**src/hdl/obb_sat_pkg.sv**
```systemverilog
package obb_sat_pkg;

  // fixed field widths
  localparam int AXIS_W    = 16;
  localparam int NORM_W    = AXIS_W + 1;
  localparam int HALF_W    = 20;
  localparam int DEPTH_W   = 23;
  localparam int NUM_AXES  = 4;
  localparam int GRAW_W    = 2 * NORM_W + 1;
  localparam int PROD_W    = NORM_W + DEPTH_W + 1;
  localparam int DEPTH_MAX = 4194304;
  localparam int NORM_MAX  = 32767;

  typedef logic signed [NORM_W-1:0] norm_t;
  typedef logic [HALF_W-1:0]        half_t;
  typedef logic [DEPTH_W-1:0]       depth_t;

endpackage

```
**src/hdl/obb_sat_ovl.sv**
```systemverilog
module obb_sat_ovl
  import obb_sat_pkg::*;
#(
  parameter int POS_WIDTH      = 24,
  parameter int AXIS_FRAC_BITS = 14,
  localparam int DW  = POS_WIDTH + 19,
  localparam int GAW = GRAW_W - AXIS_FRAC_BITS,
  localparam int RW  = HALF_W + GAW + 1,
  localparam int CW  = ((DW > RW + 1) ? DW : RW + 1) + 2
) (
  input  logic                        clk,
  input  logic                        rst_n,
  input  logic                        en,
  input  logic                        in_v,
  input  logic signed [DW-1:0]        d [NUM_AXES],
  input  logic [RW-1:0]               ra [NUM_AXES],
  input  logic [RW-1:0]               rb [NUM_AXES],
  input  norm_t                       nx [NUM_AXES],
  input  norm_t                       ny [NUM_AXES],
  input  logic signed [POS_WIDTH-1:0] pax,
  input  logic signed [POS_WIDTH-1:0] pay,
  output logic                        out_v,
  output logic signed [CW-1:0]        ov [NUM_AXES],
  output logic                        sep,
  output logic                        dpos [NUM_AXES],
  output norm_t                       onx [NUM_AXES],
  output norm_t                       ony [NUM_AXES],
  output logic signed [POS_WIDTH-1:0] opax,
  output logic signed [POS_WIDTH-1:0] opay
);

  // stage 4 registers
  logic                         v4_r;
  logic                         sep4_r [NUM_AXES];
  logic signed [CW-1:0]         hi_r [NUM_AXES], lo_r [NUM_AXES];
  logic                         dpos4_r [NUM_AXES];
  norm_t                        nx4_r [NUM_AXES], ny4_r [NUM_AXES];
  logic signed [POS_WIDTH-1:0]  pax4_r, pay4_r;
  // stage 5 registers
  logic                         v5_r;
  logic                         sep5_r;
  logic signed [CW-1:0]         ov_r [NUM_AXES];
  logic                         dpos5_r [NUM_AXES];
  norm_t                        nx5_r [NUM_AXES], ny5_r [NUM_AXES];
  logic signed [POS_WIDTH-1:0]  pax5_r, pay5_r;

  logic                         sep_nxt [NUM_AXES];
  logic signed [CW-1:0]         hi_nxt [NUM_AXES], lo_nxt [NUM_AXES];
  logic                         sep_any;

  // gap test and interval ends per axis
  always_comb begin
    logic signed [CW-1:0] de, ras, rbs, sum, dabs, dp, dm;
    de = '0; ras = '0; rbs = '0; sum = '0; dabs = '0; dp = '0; dm = '0;
    for (int i = 0; i < NUM_AXES; i++) begin
      de   = CW'(d[i]);
      ras  = CW'($signed({1'b0, ra[i]}));
      rbs  = CW'($signed({1'b0, rb[i]}));
      sum  = ras + rbs;
      dabs = de[CW-1] ? -de : de;
      dp   = de + rbs;
      dm   = de - rbs;
      sep_nxt[i] = dabs > sum;
      hi_nxt[i]  = (ras < dp) ? ras : dp;
      lo_nxt[i]  = (-ras > dm) ? -ras : dm;
    end
  end

  // any axis with a gap
  always_comb begin
    sep_any = 1'b0;
    for (int i = 0; i < NUM_AXES; i++) begin
      sep_any = sep_any | sep4_r[i];
    end
  end

  // valid bits
  always_ff @(posedge clk) begin
    if (!rst_n) begin
      v4_r <= 1'b0;
      v5_r <= 1'b0;
    end else if (en) begin
      v4_r <= in_v;
      v5_r <= v4_r;
    end
  end

  // data path
  always_ff @(posedge clk) begin
    if (en) begin
      pax4_r <= pax;
      pay4_r <= pay;
      pax5_r <= pax4_r;
      pay5_r <= pay4_r;
      sep5_r <= sep_any;
      for (int i = 0; i < NUM_AXES; i++) begin
        sep4_r[i]  <= sep_nxt[i];
        hi_r[i]    <= hi_nxt[i];
        lo_r[i]    <= lo_nxt[i];
        dpos4_r[i] <= d[i] > 0;
        nx4_r[i]   <= nx[i];
        ny4_r[i]   <= ny[i];
        ov_r[i]    <= hi_r[i] - lo_r[i];
        dpos5_r[i] <= dpos4_r[i];
        nx5_r[i]   <= nx4_r[i];
        ny5_r[i]   <= ny4_r[i];
      end
    end
  end

  assign out_v = v5_r;
  assign ov    = ov_r;
  assign sep   = sep5_r;
  assign dpos  = dpos5_r;
  assign onx   = nx5_r;
  assign ony   = ny5_r;
  assign opax  = pax5_r;
  assign opay  = pay5_r;

endmodule

```
**config.mk**
```make
export PLATFORM = sky130hd
export DESIGN_NAME = obb_sat_ovl
export DESIGN_NICKNAME = d
export VERILOG_FILES = /design/src/hdl/obb_sat_pkg.sv /design/src/hdl/obb_sat_ovl.sv
export SDC_FILE = /design/constraint.sdc
export NUM_CORES = 2
export LEC_CHECK = 0
export BUFFER_PORTS_ARGS = -buffer_cell sky130_fd_sc_hd__buf_2
export CAP_MARGIN = 20
export CORE_MARGIN = 4
export CORE_UTILIZATION = 30
export DETAILED_ROUTE_END_ITERATION = 10
export GPL_TIMING_DRIVEN = 1
export SYNTH_ARGS = -nofsm -noshare
export SYNTH_HDL_FRONTEND = slang
export SYNTH_SLANG_ARGS = --single-unit
```
**constraint.sdc**
```tcl
create_clock -name clk -period 13.5 [get_ports clk]
set_clock_uncertainty 0.15 [all_clocks]
set_input_delay 0.675 -clock clk [delete_from_list [all_inputs] [get_ports clk]]
set_output_delay 0.675 -clock clk [all_outputs]
set_load 0.005 [all_outputs]
```
Word-level counts from Yosys, hierarchy flattened
Memory sizes are Yosys's and may differ from the RTL's. A register that Yosys moved wholly into a read port is not among the register bits.
Cells that the tools add are included.
{"block": "totals", "latchBits": 0, "inputBits": 696, "n_memories": 6, "ram_bits": 504, "wordCells": 74, "mem_bits_ro": 0, "out_inout_bits": 370, "reg_bits": 279}
{"block": "op_classes", "multipliers": 0, "bitwise": 3, "div_mod_pow": 0, "n_eq_ne": 0, "reduce_logical": 0, "n_addsub": 24, "order_cmp": 16, "n_shift": 0, "n_mux": 14}
{"name": "hi_r", "words": 4, "width": 45, "read_ports": 4, "rd_clocked_by_memory_dff": 0, "write_ports": 4, "line_no": "obb_sat_ovl.sv:35", "rtl": "logic signed [CW-1:0] hi_r [NUM_AXES], lo_r [NUM_AXES];"}
{"name": "lo_r", "words": 4, "width": 45, "read_ports": 4, "rd_clocked_by_memory_dff": 0, "write_ports": 4, "line_no": "obb_sat_ovl.sv:35"}
{"name": "nx4_r", "words": 4, "width": 17, "read_ports": 4, "rd_clocked_by_memory_dff": 4, "write_ports": 4, "line_no": "obb_sat_ovl.sv:37", "rtl": "norm_t nx4_r [NUM_AXES], ny4_r [NUM_AXES];"}
{"name": "ny4_r", "words": 4, "width": 17, "read_ports": 4, "rd_clocked_by_memory_dff": 4, "write_ports": 4, "line_no": "obb_sat_ovl.sv:37"}
{"name": "dpos4_r", "words": 4, "width": 1, "read_ports": 4, "rd_clocked_by_memory_dff": 4, "write_ports": 4, "line_no": "obb_sat_ovl.sv:36", "rtl": "logic dpos4_r [NUM_AXES];"}
{"name": "sep4_r", "words": 4, "width": 1, "read_ports": 4, "rd_clocked_by_memory_dff": 0, "write_ports": 4, "line_no": "obb_sat_ovl.sv:34", "rtl": "logic sep4_r [NUM_AXES];"}
{"operator": "2-to-1 mux 45 bit", "count": 12}
{"operator": "> comparator 45 x 44 -> 1 bit", "count": 8}
{"operator": "negation 42 -> 45 bit", "count": 4}
{"operator": "negation 43 -> 45 bit", "count": 4}
{"operator": "subtractor 45 bit", "count": 4}
{"operator": "adder 43 x 43 -> 44 bit", "count": 4}
{"operator": "< comparator 43 x 44 -> 1 bit", "count": 4}
{"operator": "subtractor 43 x 43 -> 44 bit", "count": 4}
{"operator": "adder 42 x 42 -> 43 bit", "count": 4}
{"operator": "> comparator 43 x 1 -> 1 bit (second input constant)", "count": 4}
{"operator": "bitwise OR 1 bit", "count": 3}
{"operator": "2-to-1 mux 1 bit", "count": 2}

Longest topological paths before layout
{"block": "depth", "depth_word": 3, "mapped_depth": 30, "ltp_nobuf": 28}

Worst setup path after synthesis
OpenSTA, ideal clock, no wires.
{"block": "synth_timing", "kind": "input port to flip-flop", "startpoint": "input port d[0] (netlist bit)", "endpoint": "memory lo_r[3][31] (netlist bit) (data pin)", "setup_time_ps": 265, "arrival_ps": 6225, "n_path_buf": 2, "stages": 29, "path_slack_ps": 6860, "cell_sequence": "inv_1 > ha_1 > inv_1 > fa_1 > a21o_1 > a21oi_1 > o21ai_0 > a41oi_1 > o2111ai_1 > a221o_1 > nor2b_1 > a211o_1 > a41oi_1 > o21ai_0 > xnor2_1 > inv_1 > ha_1 > nand4_1 > nor4_1 > and4_1 > o21ai_0 > o211ai_1 > a21oi_1 > mux2i_1 > a21o_1 > clkbuf_1 > buf_1 > o211a_1 > o211ai_1"}
{"item": "from (decl)", "line_no": "obb_sat_ovl.sv:15", "rtl": "input logic signed [DW-1:0] d [NUM_AXES],"}
{"item": "to (decl)", "line_no": "obb_sat_ovl.sv:35"}

==> flow_summary.json <==
{
  "status": "complete, no violations",
  "rsz0062_at_grt": "false",
  "drt-pass1-iter-count": 6,
  "cts_buffer_depth": 4,
  "tightestPinTransition_ns": 1.26,
  "grt_pass1_vias": 70090,
  "cts.sinks": 919,
  "io_pins": 1066,
  "cts-htree-levels": 3,
  "yosysWarningCount": 0,
  "fin_crit_sh_pct": 53.7,
  "min_period_ns": 7.25,
  "fp.dieArea_mm2": 0.292,
  "most-common-layout-cells": "ha_1 (1,204), buf_2 (1,065), edfxtp_1 (917)",
  "avgRoutedWirePerCell_um": 20.8,
  "arrival_ns": 7.61,
  "grt_max_degree": 156,
  "critPathBufInv": 5,
  "final_hold_viol_count": 0,
  "core_mm2": 0.283,
  "crit_path_start_kind": "input pin",
  "worstPathRequired_ns": 13.85,
  "via_per_inst": 5.15,
  "fillers": 28967,
  "ys_seq_area_share_pct": 32.4,
  "top_layer": "met5",
  "power_uw": 12900,
  "swShare_pct": 38.6,
  "combPwrFrac_pct": 44.2,
  "hold_path_class": "in2reg",
  "powerDensity_mw_per_mm2": 129,
  "ant_nets": 0,
  "drc": 0,
  "r2r-start": "hi_r[0][16]",
  "slowest_stage": "a41oi_1",
  "netlist_instances": 9097,
  "ctsResizeCount": 0,
  "yosys.cell_types.count": 90,
  "dr_wl_met2_um": 129000,
  "drt_iter0_drc": 5622,
  "cts_inserted_buffers": 117,
  "crit_family": "compound AO/OA/AOI/OAI gates",
  "overflow": 0,
  "finalNonFillerCells": 14172,
  "maxCapViolCount": 0,
  "seqPwrFrac_pct": 31.6,
  "dp.cells": 13716,
  "die_h_um": 541,
  "synth_top_flop_cell": "edfxtp_1",
  "fin_nets": 12196,
  "cts_tree": "built",
  "detailroute.via_count": 73056,
  "p_leak_uw": 0.0440,
  "place.gp.congestion": 0.965,
  "placementRows": 195,
  "avgSynthCellArea_um2": 9.36,
  "relSlewSlack_pct": 15.2,
  "syn_nets": 11013,
  "area_growth_pct": 18.0,
  "io_buffers": 1065,
  "synth_edf_count": 917,
  "clk_latency_ns": 0.84,
  "cpPeakStageDelay_ns": 0.63,
  "peakVddDrop_uv": 103,
  "drive_gt1_share_pct": 13.8,
  "hp-start": "d[169]",
  "cellInternalPower_uw": 7950,
  "dp_hpwl_um": 245000,
  "regArea_mm2": 0.0276,
  "wl_met1_um": 133000,
  "ys_seq_elements": 919,
  "die_w_um": 541,
  "route.met3.wl_um": 19800,
  "grt_pass1_wl_um": 434000,
  "antenna_found_initial": 99,
  "synth_area_mm2": 0.0852,
  "pwr-share-clk_pct": 24.2,
  "wl_um": 294000,
  "final_common_cell": "ha_1",
  "cp-end-kind": "register",
  "async_flop_share_pct": 0,
  "critPathLaunch": "d[0]",
  "p_switching_uw": 4990,
  "track_usage_pct": 19.1,
  "start_util_pct": 30.1,
  "cp_max_fo": 47,
  "crit_type": "in2reg",
  "fmax_mhz": 138,
  "slew_violations": 0,
  "multi_input_area_mm2": 0.0534,
  "setup_viol": 0,
  "hold_slack_ns": 0.130,
  "fin_setup_tns_ns": 0,
  "cts_root_buf": "clkbuf_16",
  "clk_pin_slew_ns": 0.06
}
## synth_stat cells (16+ instances only)
master	count	area share (%)
nand2b_1	140	1.0
o211ai_1	43	0.38
xnor2_1	759	7.8
edfxtp_1	917	32
a221oi_1	20	0.21
a211oi_1	94	0.83
o31ai_1	99	0.87
nor2_1	580	2.6
nand4_1	180	1.3
nor3_1	163	0.96
ha_1	1204	18
or2_2	32	0.24
buf_2	25	0.15
a21o_1	383	3.4
a2111oi_0	18	0.19
a221o_1	18	0.21
o21a_1	112	0.99
o21bai_1	151	1.3
or3_1	60	0.44
buf_1	16	0.071
o2111ai_1	18	0.19
mux2_2	41	0.54
xor2_1	197	2.0
o221ai_1	17	0.17
nor4_1	74	0.54
inv_1	893	3.9
a31o_2	36	0.37
a211o_1	18	0.19
o41ai_1	39	0.40
a31oi_1	71	0.52
or4_1	55	0.48
mux2i_1	228	2.7
clkbuf_1	168	0.74
a21oi_1	824	4.8
and2_1	37	0.27
and4_1	19	0.20
a21boi_0	24	0.21
and3_1	44	0.32
o21ai_0	456	2.7
nor2b_1	140	1.0
nand2_1	343	1.5
nand3_1	132	0.78
a311oi_1	18	0.19
fa_1	16	0.38
## cells by family after synthesis
| family | Yosys count | synth area share [%] |
|---|---|---|
| adders and majority gates | 1220 | 18.1 |
| muxes | 269 | 3.22 |
| AOI/OAI and AO/OA | 2575 | 19.4 |
| and+or+nand+nor | 2032 | 12.0 |
| xor gates and xnor gates | 956 | 9.83 |
| DFF | 919 | 32.4 |
| buffers and inverters | 1126 | 5.07 |
## flip-flops by register name (all words and copies together) (netlist names), 4 cells and up
register	count
opax	24
ov	180
onx	68
sep4_r	4
pay4_r	24
pax4_r	24
hi_r	176
ony	68
dpos4_r	4
lo_r	180
dpos	4
opay	24
nx4_r	68
ny4_r	68
## path summary, 6_finish.rpt
kind,endpoint,slack (ns),cells past startpoint
min reg2reg,onx[32],0.23,0
min,dpos4_r[0],0.13,3
max reg2reg,ov[178],8.29,13
max,lo_r[3][18],6.25,28
## final cells by class
cell class | count | area share [%]
Inverter | 901 | 3.37
Antenna cell | 54 | 0.134
Timing Repair Buffer | 1289 | 7.49
Tap cell | 3743 | 4.66
Multi-Input combinational cell | 7052 | 53.1
Clock inverter | 86 | 0.840
Clock buffer | 128 | 2.95
Sequential cell | 919 | 27.4
## stage by stage
step,setup slack [ns],instance area [µm²],utilization (%)
6_report,6.25,100000,35.6
5_1_grt,5.81,100000,35.6
4_1_cts,6.25,100000,35.5
3_5_place_dp,5.35,94700,33.5
3_3_place_gp,5.37,94600,33.5
2_1_floorplan,6.86,85200,-
## repair_timing
item	CTS	global route
hold buffers	187	0
buffers inserted	0	0
endpoints found under the hold margin	187	0
## worst reg2reg max path, cell delays in order, from the launching register on
cell and delay [ns]:
edfxtp_1 0.42, ha_1 0.44, and4_1 0.32, nand3_1 0.15, or2_2 0.32, a211oi_1 0.51
o31ai_1 0.20, a211oi_1 0.46, o211ai_1 0.18, o21ai_0 0.41, a21o_1 0.18, a21o_1 0.20
a311oi_1 0.13, xnor2_1 0.81
## power groups by stage
stage          clock network, µW  registers (µW)  logic [µW]
6_report                    3130            4090        5710
5_1_grt                     3360            4140        6300
4_1_cts                     3250            4100        5700
3_5_place_dp                   0            4150        5620
3_3_place_gp                   0            4140        5600
2_1_floorplan                  0            4090        3610
## layer usage
| metal | vias to the layer above | track usage (%) |
|---|---|---|
| met3 | 433 | 2.50 |
| li1 | 35761 | - |
| met4 | 10 | 7.77 |
| met2 | 2581 | 30.1 |
| met1 | 34271 | 26.3 |
| met5 | - | 0 |
(Power assumes the default switching activity.)
