`src/hdl/obb_sat_pkg.sv`:
```
package obb_sat_pkg;

  // fixed field widths
  localparam int AXIS_W    = 16;
  localparam int NORM_W    = AXIS_W + 1;
  localparam int HALF_W    = 20;
  localparam int DEPTH_W   = 23;
  localparam int NUM_AXES  = 4;
  localparam int GRAW_W    = 2 * NORM_W + 1;
  localparam int PROD_W    = NORM_W + DEPTH_W + 1;
  localparam int DEPTH_MAX = 4194304;
  localparam int NORM_MAX  = 32767;

  typedef logic signed [NORM_W-1:0] norm_t;
  typedef logic [HALF_W-1:0]        half_t;
  typedef logic [DEPTH_W-1:0]       depth_t;

endpackage

```
`src/hdl/obb_sat_resolve.sv`:
```
module obb_sat_resolve
  import obb_sat_pkg::*;
#(
  parameter int POS_WIDTH      = 24,
  parameter int AXIS_FRAC_BITS = 14,
  localparam int DW  = POS_WIDTH + 19,
  localparam int GAW = GRAW_W - AXIS_FRAC_BITS,
  localparam int RW  = HALF_W + GAW + 1,
  localparam int CW  = ((DW > RW + 1) ? DW : RW + 1) + 2,
  localparam int SW  = ((PROD_W > POS_WIDTH) ? PROD_W : POS_WIDTH) + 1
) (
  input  logic                        clk,
  input  logic                        rst_n,
  input  logic                        en,
  input  logic                        in_v,
  input  logic signed [CW-1:0]        ov [NUM_AXES],
  input  logic                        sep,
  input  logic                        dpos [NUM_AXES],
  input  norm_t                       nx [NUM_AXES],
  input  norm_t                       ny [NUM_AXES],
  input  logic signed [POS_WIDTH-1:0] pax,
  input  logic signed [POS_WIDTH-1:0] pay,
  output logic                        out_v,
  output logic                        hit,
  output logic signed [AXIS_W-1:0]    normal_x,
  output logic signed [AXIS_W-1:0]    normal_y,
  output depth_t                      depth,
  output logic signed [POS_WIDTH-1:0] new_a_x,
  output logic signed [POS_WIDTH-1:0] new_a_y
);

  localparam logic signed [CW-1:0]     C_HALF  = CW'(1 << (AXIS_FRAC_BITS - 1));
  localparam logic signed [PROD_W-1:0] P_HALF  = PROD_W'(1 << (AXIS_FRAC_BITS - 1));
  localparam logic signed [CW-1:0]     C_DMAX  = CW'(DEPTH_MAX);
  localparam logic signed [SW-1:0]     S_MAX   = SW'((64'sd1 <<< (POS_WIDTH - 1)) - 64'sd1);
  localparam logic signed [SW-1:0]     S_MIN   = -S_MAX - SW'(1);
  localparam norm_t                    N_MAX   = NORM_W'(NORM_MAX);

  // stage 6: winners of each axis pair
  logic                        v6_r, sep6_r;
  logic signed [CW-1:0]        ov6_r [2];
  logic                        dpos6_r [2];
  norm_t                       nx6_r [2], ny6_r [2];
  logic signed [POS_WIDTH-1:0] pax6_r, pay6_r;
  // stage 7: chosen axis, depth
  logic                        v7_r, hit7_r;
  depth_t                      depth7_r;
  norm_t                       nx7_r, ny7_r;
  logic signed [POS_WIDTH-1:0] pax7_r, pay7_r;
  // stage 8: push products
  logic                        v8_r, hit8_r;
  depth_t                      depth8_r;
  norm_t                       nx8_r, ny8_r;
  logic signed [PROD_W-1:0]    px_r, py_r;
  logic signed [POS_WIDTH-1:0] pax8_r, pay8_r;
  // stage 9: output register
  logic                        v9_r, hit9_r;
  depth_t                      depth9_r;
  logic signed [AXIS_W-1:0]    nx9_r, ny9_r;
  logic signed [POS_WIDTH-1:0] nax_r, nay_r;

  logic                        pick_nxt [2];
  logic                        fin;
  norm_t                       bnx_nxt, bny_nxt;
  depth_t                      depth_nxt;
  logic signed [SW-1:0]        nax_nxt, nay_nxt;

  // earliest axis wins on ties
  always_comb begin
    for (int j = 0; j < 2; j++) begin
      pick_nxt[j] = ov[2*j+1] < ov[2*j];
    end
  end

  // final pick, flip away from b, depth rounding
  always_comb begin
    logic signed [CW-1:0] dr;
    norm_t sx, sy;
    fin = ov6_r[1] < ov6_r[0];
    sx  = fin ? nx6_r[1] : nx6_r[0];
    sy  = fin ? ny6_r[1] : ny6_r[0];
    if (fin ? dpos6_r[1] : dpos6_r[0]) begin
      sx = -sx;
      sy = -sy;
    end
    dr = ((fin ? ov6_r[1] : ov6_r[0]) + C_HALF) >>> AXIS_FRAC_BITS;
    if (sep6_r) begin
      bnx_nxt   = '0;
      bny_nxt   = '0;
      depth_nxt = '0;
    end else begin
      bnx_nxt   = sx;
      bny_nxt   = sy;
      depth_nxt = (dr > C_DMAX) ? DEPTH_W'(DEPTH_MAX) : dr[DEPTH_W-1:0];
    end
  end

  // corrected centre with saturation
  always_comb begin
    logic signed [SW-1:0] sx, sy;
    sx = SW'(pax8_r) + SW'((px_r + P_HALF) >>> AXIS_FRAC_BITS);
    sy = SW'(pay8_r) + SW'((py_r + P_HALF) >>> AXIS_FRAC_BITS);
    nax_nxt = (sx > S_MAX) ? S_MAX : ((sx < S_MIN) ? S_MIN : sx);
    nay_nxt = (sy > S_MAX) ? S_MAX : ((sy < S_MIN) ? S_MIN : sy);
  end

  // valid bits
  always_ff @(posedge clk) begin
    if (!rst_n) begin
      v6_r <= 1'b0;
      v7_r <= 1'b0;
      v8_r <= 1'b0;
      v9_r <= 1'b0;
    end else if (en) begin
      v6_r <= in_v;
      v7_r <= v6_r;
      v8_r <= v7_r;
      v9_r <= v8_r;
    end
  end

  // data path
  always_ff @(posedge clk) begin
    if (en) begin
      for (int j = 0; j < 2; j++) begin
        ov6_r[j]   <= pick_nxt[j] ? ov[2*j+1]   : ov[2*j];
        dpos6_r[j] <= pick_nxt[j] ? dpos[2*j+1] : dpos[2*j];
        nx6_r[j]   <= pick_nxt[j] ? nx[2*j+1]   : nx[2*j];
        ny6_r[j]   <= pick_nxt[j] ? ny[2*j+1]   : ny[2*j];
      end
      sep6_r   <= sep;
      pax6_r   <= pax;
      pay6_r   <= pay;
      hit7_r   <= !sep6_r;
      depth7_r <= depth_nxt;
      nx7_r    <= bnx_nxt;
      ny7_r    <= bny_nxt;
      pax7_r   <= pax6_r;
      pay7_r   <= pay6_r;
      hit8_r   <= hit7_r;
      depth8_r <= depth7_r;
      nx8_r    <= nx7_r;
      ny8_r    <= ny7_r;
      px_r     <= nx7_r * $signed({1'b0, depth7_r});
      py_r     <= ny7_r * $signed({1'b0, depth7_r});
      pax8_r   <= pax7_r;
      pay8_r   <= pay7_r;
      hit9_r   <= hit8_r;
      depth9_r <= depth8_r;
      nx9_r    <= (nx8_r > N_MAX) ? AXIS_W'(NORM_MAX) : nx8_r[AXIS_W-1:0];
      ny9_r    <= (ny8_r > N_MAX) ? AXIS_W'(NORM_MAX) : ny8_r[AXIS_W-1:0];
      nax_r    <= nax_nxt[POS_WIDTH-1:0];
      nay_r    <= nay_nxt[POS_WIDTH-1:0];
    end
  end

  assign out_v    = v9_r;
  assign hit      = hit9_r;
  assign normal_x = nx9_r;
  assign normal_y = ny9_r;
  assign depth    = depth9_r;
  assign new_a_x  = nax_r;
  assign new_a_y  = nay_r;

endmodule

```
`config.mk`:
```
export PLATFORM = sky130hd
export DESIGN_NAME = obb_sat_resolve
export DESIGN_NICKNAME = d
export VERILOG_FILES = /design/src/hdl/obb_sat_pkg.sv /design/src/hdl/obb_sat_resolve.sv
export SDC_FILE = /design/constraint.sdc
export NUM_CORES = 2
export LEC_CHECK = 0
export BUFFER_PORTS_ARGS = -buffer_cell sky130_fd_sc_hd__buf_4
export CAP_MARGIN = 10
export CORE_MARGIN = 3
export CORE_UTILIZATION = 60
export CTS_BUF_LIST = sky130_fd_sc_hd__clkbuf_16
export CTS_CLUSTER_SIZE = 16
export DETAILED_ROUTE_END_ITERATION = 16
export GPL_ROUTABILITY_DRIVEN = 0
export PLACE_DENSITY_LB_ADDON = 0.15
export SYNTH_ARGS = -nofsm -noshare
export SYNTH_HDL_FRONTEND = slang
export SYNTH_SLANG_ARGS = --single-unit
export TNS_END_PERCENT = 30
```
`constraint.sdc`:
```
create_clock -name clk -period 11.3 [get_ports clk]
set_input_delay 2.26 -clock clk [delete_from_list [all_inputs] [get_ports clk]]
set_output_delay 2.26 -clock clk [all_outputs]
set_load 0.01 [all_outputs]
```
* Yosys cells after proc, flatten, opt, wreduce, memory -nomap -nowiden
Memory sizes are Yosys's and may differ from the RTL's. Index checks and enable logic that the tools add are counted.
Cells by class: add/sub/neg operators 7, reductions and logical operators 2, multiply operators 2, mux-type cells 19, order comparisons 10
Operator list (count):
- 17-bit 2-to-1 mux | 8
- 45-bit < comparator | 3
- 45-bit 2-to-1 mux | 3
- 41-bit by 15-bit adder with 42-bit output (second input constant) | 2
- 17-bit by 24-bit multiplier with 41-bit output | 2
- 24-bit by 28-bit adder with 29-bit output | 2
- 29-bit by 24-bit > comparator with 1-bit output (second input constant) | 2
- 29-bit by 24-bit < comparator with 1-bit output (second input constant) | 2
- 24-bit 2-to-1 mux | 2
- 45-bit by 15-bit adder with 45-bit output (second input constant) | 1
- 17-bit by 16-bit > comparator with 1-bit output (second input constant) | 2
- 17-bit negator | 2
- 31-bit by 24-bit > comparator with 1-bit output (second input constant) | 1
- 23-bit 2-to-1 mux | 1
- 1-bit 2-to-1 mux | 5
- 2-bit OR reduction | 1
- 1-bit logical NOT | 1
Storage, ports and cells: bits in registers 451, RAM bits 160, memories kept 4, logic and storage cells 72, input bits 373, output and inout port bits 105
Memory list:
- ov6_r | words 2, bits a word 45, read ports 2, clocked after memory_dff 0, write ports 2, line obb_sat_resolve.sv:41 | logic signed [CW-1:0] ov6_r [2];
- nx6_r | words 2, bits a word 17, read ports 2, clocked after memory_dff 0, write ports 2, line obb_sat_resolve.sv:43 | norm_t nx6_r [2], ny6_r [2];
- ny6_r | words 2, bits a word 17, read ports 2, clocked after memory_dff 0, write ports 2, line obb_sat_resolve.sv:43
- dpos6_r | words 2, bits a word 1, read ports 2, clocked after memory_dff 0, write ports 2, line obb_sat_resolve.sv:42 | logic dpos6_r [2];

* Longest topological paths before layout
word-level depth 5, gate-level depth with buffers 30, mapped depth without buffers 26

* Least setup slack after synthesis
Ideal clock, no wire load.
path kind register to register, from reg ny7_r[16], to reg py_r[40] (data pin), buffers on the path 1, stages on the path, launching flop included 25, arrival time 6750 ps, required time 11040 ps, library setup time 260 ps, period minus slack after synthesis 7010 ps, slack 4290 ps, path through edfxtp_1 inv_1 clkbuf_1 nor2_1 fa_1 fa_1 fa_1 fa_1 fa_1 inv_1 fa_1 inv_1 ha_1 a21o_1 a21o_1 a2111oi_0 o32a_1 o31ai_1 o211ai_1 nand3_1 o41a_1 nand2_1 o21ai_0 a21oi_1 xnor2_1
On the way: longest elaborated chain between the ends 1
Ends and longest elaborated chain:
- start: declaration | line obb_sat_resolve.sv:48 | norm_t nx7_r, ny7_r;
- start signal: assignment | line obb_sat_resolve.sv:137 | ny7_r <= bny_nxt;
- 17-bit by 24-bit multiplier with 41-bit output | line obb_sat_resolve.sv:145 | py_r <= ny7_r * $signed({1'b0, depth7_r});
- end signal: assignment | line obb_sat_resolve.sv:145
- end: declaration | line obb_sat_resolve.sv:54 | logic signed [PROD_W-1:0] px_r, py_r;
Every way passes these cells. A chain may end at the register's enable or synchronous reset.

* Final worst setup path
from reg depth7_r[19], to reg px_r[40] (data pin)
On the way: longest elaborated chain between the ends 1
Ends and longest elaborated chain:
- start: declaration | line obb_sat_resolve.sv:47 | depth_t depth7_r;
- start signal: assignment | line obb_sat_resolve.sv:135 | depth7_r <= depth_nxt;
- 17-bit by 24-bit multiplier with 41-bit output | line obb_sat_resolve.sv:144 | px_r <= nx7_r * $signed({1'b0, depth7_r});
- end signal: assignment | line obb_sat_resolve.sv:144
- end: declaration | line obb_sat_resolve.sv:54
Every way passes these cells.

==> run metrics <==
status completed; gr usage total 28.18%; HP Class reg2reg; # Max-Cap Violations 0; Worst Path Arrival between 8 and 9 ns; top_reg_cell synth edfxtp_1; # setup viols final 0; setup TNS 0 ns; Initial Util between 60% and 70%; Worst-Margin Slew approximately 1.1 ns; launch point of the worst path depth7_r[19]; die area around 95000 µm²; Chip Height a little over 300 µm; kind of critical path reg2reg; unrepaired setup endpoints after global routing false; sequential area share after synthesis about a third; Rows 110; clk slew on worst S/H paths around 0.060 ns; Max Clock Skew 0.02435 ns; Bufs on Longest Clock Path 3; Distinct cells, synth 84; Clock Root Buffer clkbuf_16; CTS buffer count 66; Die W 308.6 µm; Critical Path Source Type flop; Vias/cell 5.645; final net count 7030; via total after detailed routing 38331; WP buf/inv 4; Num Clock Sinks 585; #FFs+latches synth between 500 and 600; Max Freq roughly 130 MHz; Hold Buf Count CTS 0; initial antenna violation count 3; Area growth syn-to-layout 12.42%; crit-path most repeated cell fa_1; Syn Area/Cell around 11 µm²; DRC Markers 0; setup bufs post-CTS 0; final hold vios 0; H-tree lvl count 3; Slew headroom roughly 24%; EDFF count, synth ~580; cells after synthesis a little over 5000; largest net degree at the start of global routing between 150 and 200; Crit path max-delay family adder cells; routed wire length approximately 130000 µm; proportion of layout cells with a drive suffix above 1 between 10% and 20%; Core Region 90420 µm²; commonest non-fill, non-tap cell in the layout inv_1; hold slack 0.4135 ns; CP endpoint kind flop; CP endpoint px_r[40]; via count of the first global-routing pass roughly 40000; crit path max fanout 18; worst r2r src depth7_r[19]; CTS tree yes; cells on worst reg2reg path 24; IO Pins about 480; routed len/inst about 19 µm; max-slew violation count 0; r2r setup slk about 3.6 ns; first-pass GRT wire length roughly 210000 µm; RR Endpoint px_r[40]; drt pass-1 iters 5; cells along the critical path buf_4, nand2_1, fa_1, fa_1, fa_1, inv_1, fa_1, fa_1, inv_1, fa_1, inv_1, ha_1, a21oi_1, nand2_1, a21oi_1, o21ai_0, a221oi_1, o2111ai_1, a21oi_1, o21ai_1, a41o_1, o21a_1, nor2_1, xnor2_1; Mapped Area about 55000 µm²; Period minus WS final between 7 and 8 ns; HPWL Detailed a little under 100000 µm; asr flop ratio synth 0%; ratio of final minimum period to clock period approximately two thirds; # port buffers between 400 and 500; Worst Hold Depth 0; slowest CP cell edfxtp_1; post-route ant nets 0; post-CTS sizing 0; Levels on crit path 24; CP peak stage delay roughly 0.8 ns; commonest non-fill, non-tap cells in the layout inv_1 (905), fa_1 (628), edfxtp_1 (581); Synthesized Nets roughly 6600; synth warn 0; CP required around 12 ns; GRT overflow 0; latest clock arrival within the worst-skew pair about 0.64 ns; initial DRC count ~2500
-- worst reg2reg max path, cell delays in order (launching register included) --
cell and delay, ns:
edfxtp_1 0.81, buf_4 0.41, nand2_1 0.16, fa_1 0.53, fa_1 0.51, fa_1 0.51, inv_1 0.05, fa_1 0.47
fa_1 0.55, inv_1 0.06, fa_1 0.54, inv_1 0.05, ha_1 0.35, a21oi_1 0.16, nand2_1 0.06, a21oi_1 0.20
o21ai_0 0.15, a221oi_1 0.51, o2111ai_1 0.27, a21oi_1 0.28, o21ai_1 0.14, a41o_1 0.28, o21a_1 0.19, nor2_1 0.11
xnor2_1 0.07
-- registers in the layout, indices dropped and copies added (netlist names), 17 cells and up --
register / flops
depth: 23
depth7_r: 23
depth8_r: 23
new_a_x: 24
new_a_y: 24
nx6_r: 34
nx7_r: 17
nx8_r: 17
ny6_r: 34
ny7_r: 17
ny8_r: 17
ov6_r: 90
pax6_r: 24
pax7_r: 24
pax8_r: 24
pay6_r: 24
pay7_r: 24
pay8_r: 24
px_r: 28
py_r: 28
-- cell usage after synthesis, types with 49 or more instances --
cell type | instances | share of area [%]
a21o_1 | 67 | 0.92
a21oi_1 | 157 | 1.4
and2_1 | 360 | 4.1
clkbuf_1 | 173 | 1.2
edfxtp_1 | 581 | 32
fa_1 | 628 | 23
ha_1 | 465 | 11
inv_1 | 894 | 6.1
mux2_2 | 165 | 3.4
mux2i_1 | 53 | 0.97
nand2_1 | 495 | 3.4
nand2b_1 | 70 | 0.80
nand3_1 | 95 | 0.87
nor2_1 | 205 | 1.4
nor3_1 | 49 | 0.45
o21ai_0 | 84 | 0.77
xnor2_1 | 155 | 2.5
xor2_1 | 72 | 1.1
-- per-layer routing --
metal,wire (µm),global-route usage (%),vias up
met4,4857,10.75,4
met3,9271,4.471,290
li1,-,-,17651
met1,52790,37.34,18953
met2,63850,47.13,1433
met5,26,0.09896,-
-- cell type report --
cell class / count / area, µm²
Clock inverter: 49 / 409.1
Tap cell: 1176 / 1471
Inverter: 894 / 3356
Clock buffer: 67 / 1677
Sequential cell: 585 / 17530
Multi-Input combinational cell: 3486 / 33290
Antenna cell: 2 / 5.005
Timing Repair Buffer: 531 / 4019
Fill cell: 6937 / 28680
-- metrics by stage --
| step | worst slack [ns] | instances | cell area, µm² | util, % |
|---|---|---|---|---|
| after floorplan | 4.290 | 5163 | 54930 | - |
| after global placement | 3.844 | 6672 | 59660 | 65.98 |
| after detailed placement | 3.697 | 6672 | 59660 | 65.98 |
| after CTS | 3.679 | 6788 | 61740 | 68.28 |
| after global routing | 3.205 | 6789 | 61750 | 68.29 |
| final | 3.639 | 6790 | 61750 | 68.29 |
-- cell families (layout without fill, tap and decap cells) --
group / Yosys count / after routing / synth area share, %
other: 0 / 2 / 0
AO/OA/AOI/OAI: 483 / 483 / 5.706
AND/OR/NAND/NOR: 1463 / 1463 / 13.29
XOR/XNOR: 229 / 229 / 3.720
adder cells (fa/ha/maj): 1093 / 1093 / 33.48
multiplexers: 218 / 218 / 4.349
buffers and inverters: 1092 / 1541 / 7.549
flip-flops: 585 / 585 / 31.91
-- how the worst min path moves through the flow --
stage	startpoint	to	slack, ns
after detailed placement	depth8_r[17]	depth[17]	0.40
after global routing	pay6_r[17]	pay7_r[17]	0.42
after global placement	pax6_r[2]	pax7_r[2]	0.40
after floorplan	depth8_r[0]	depth[0]	0.40
after CTS	pay7_r[20]	pay8_r[20]	0.41
final	pay7_r[15]	pay8_r[15]	0.41
Power is left out: the tool's default activity adds up to more than one toggle a clock period on the data nets, which glitch-free logic cannot reach.
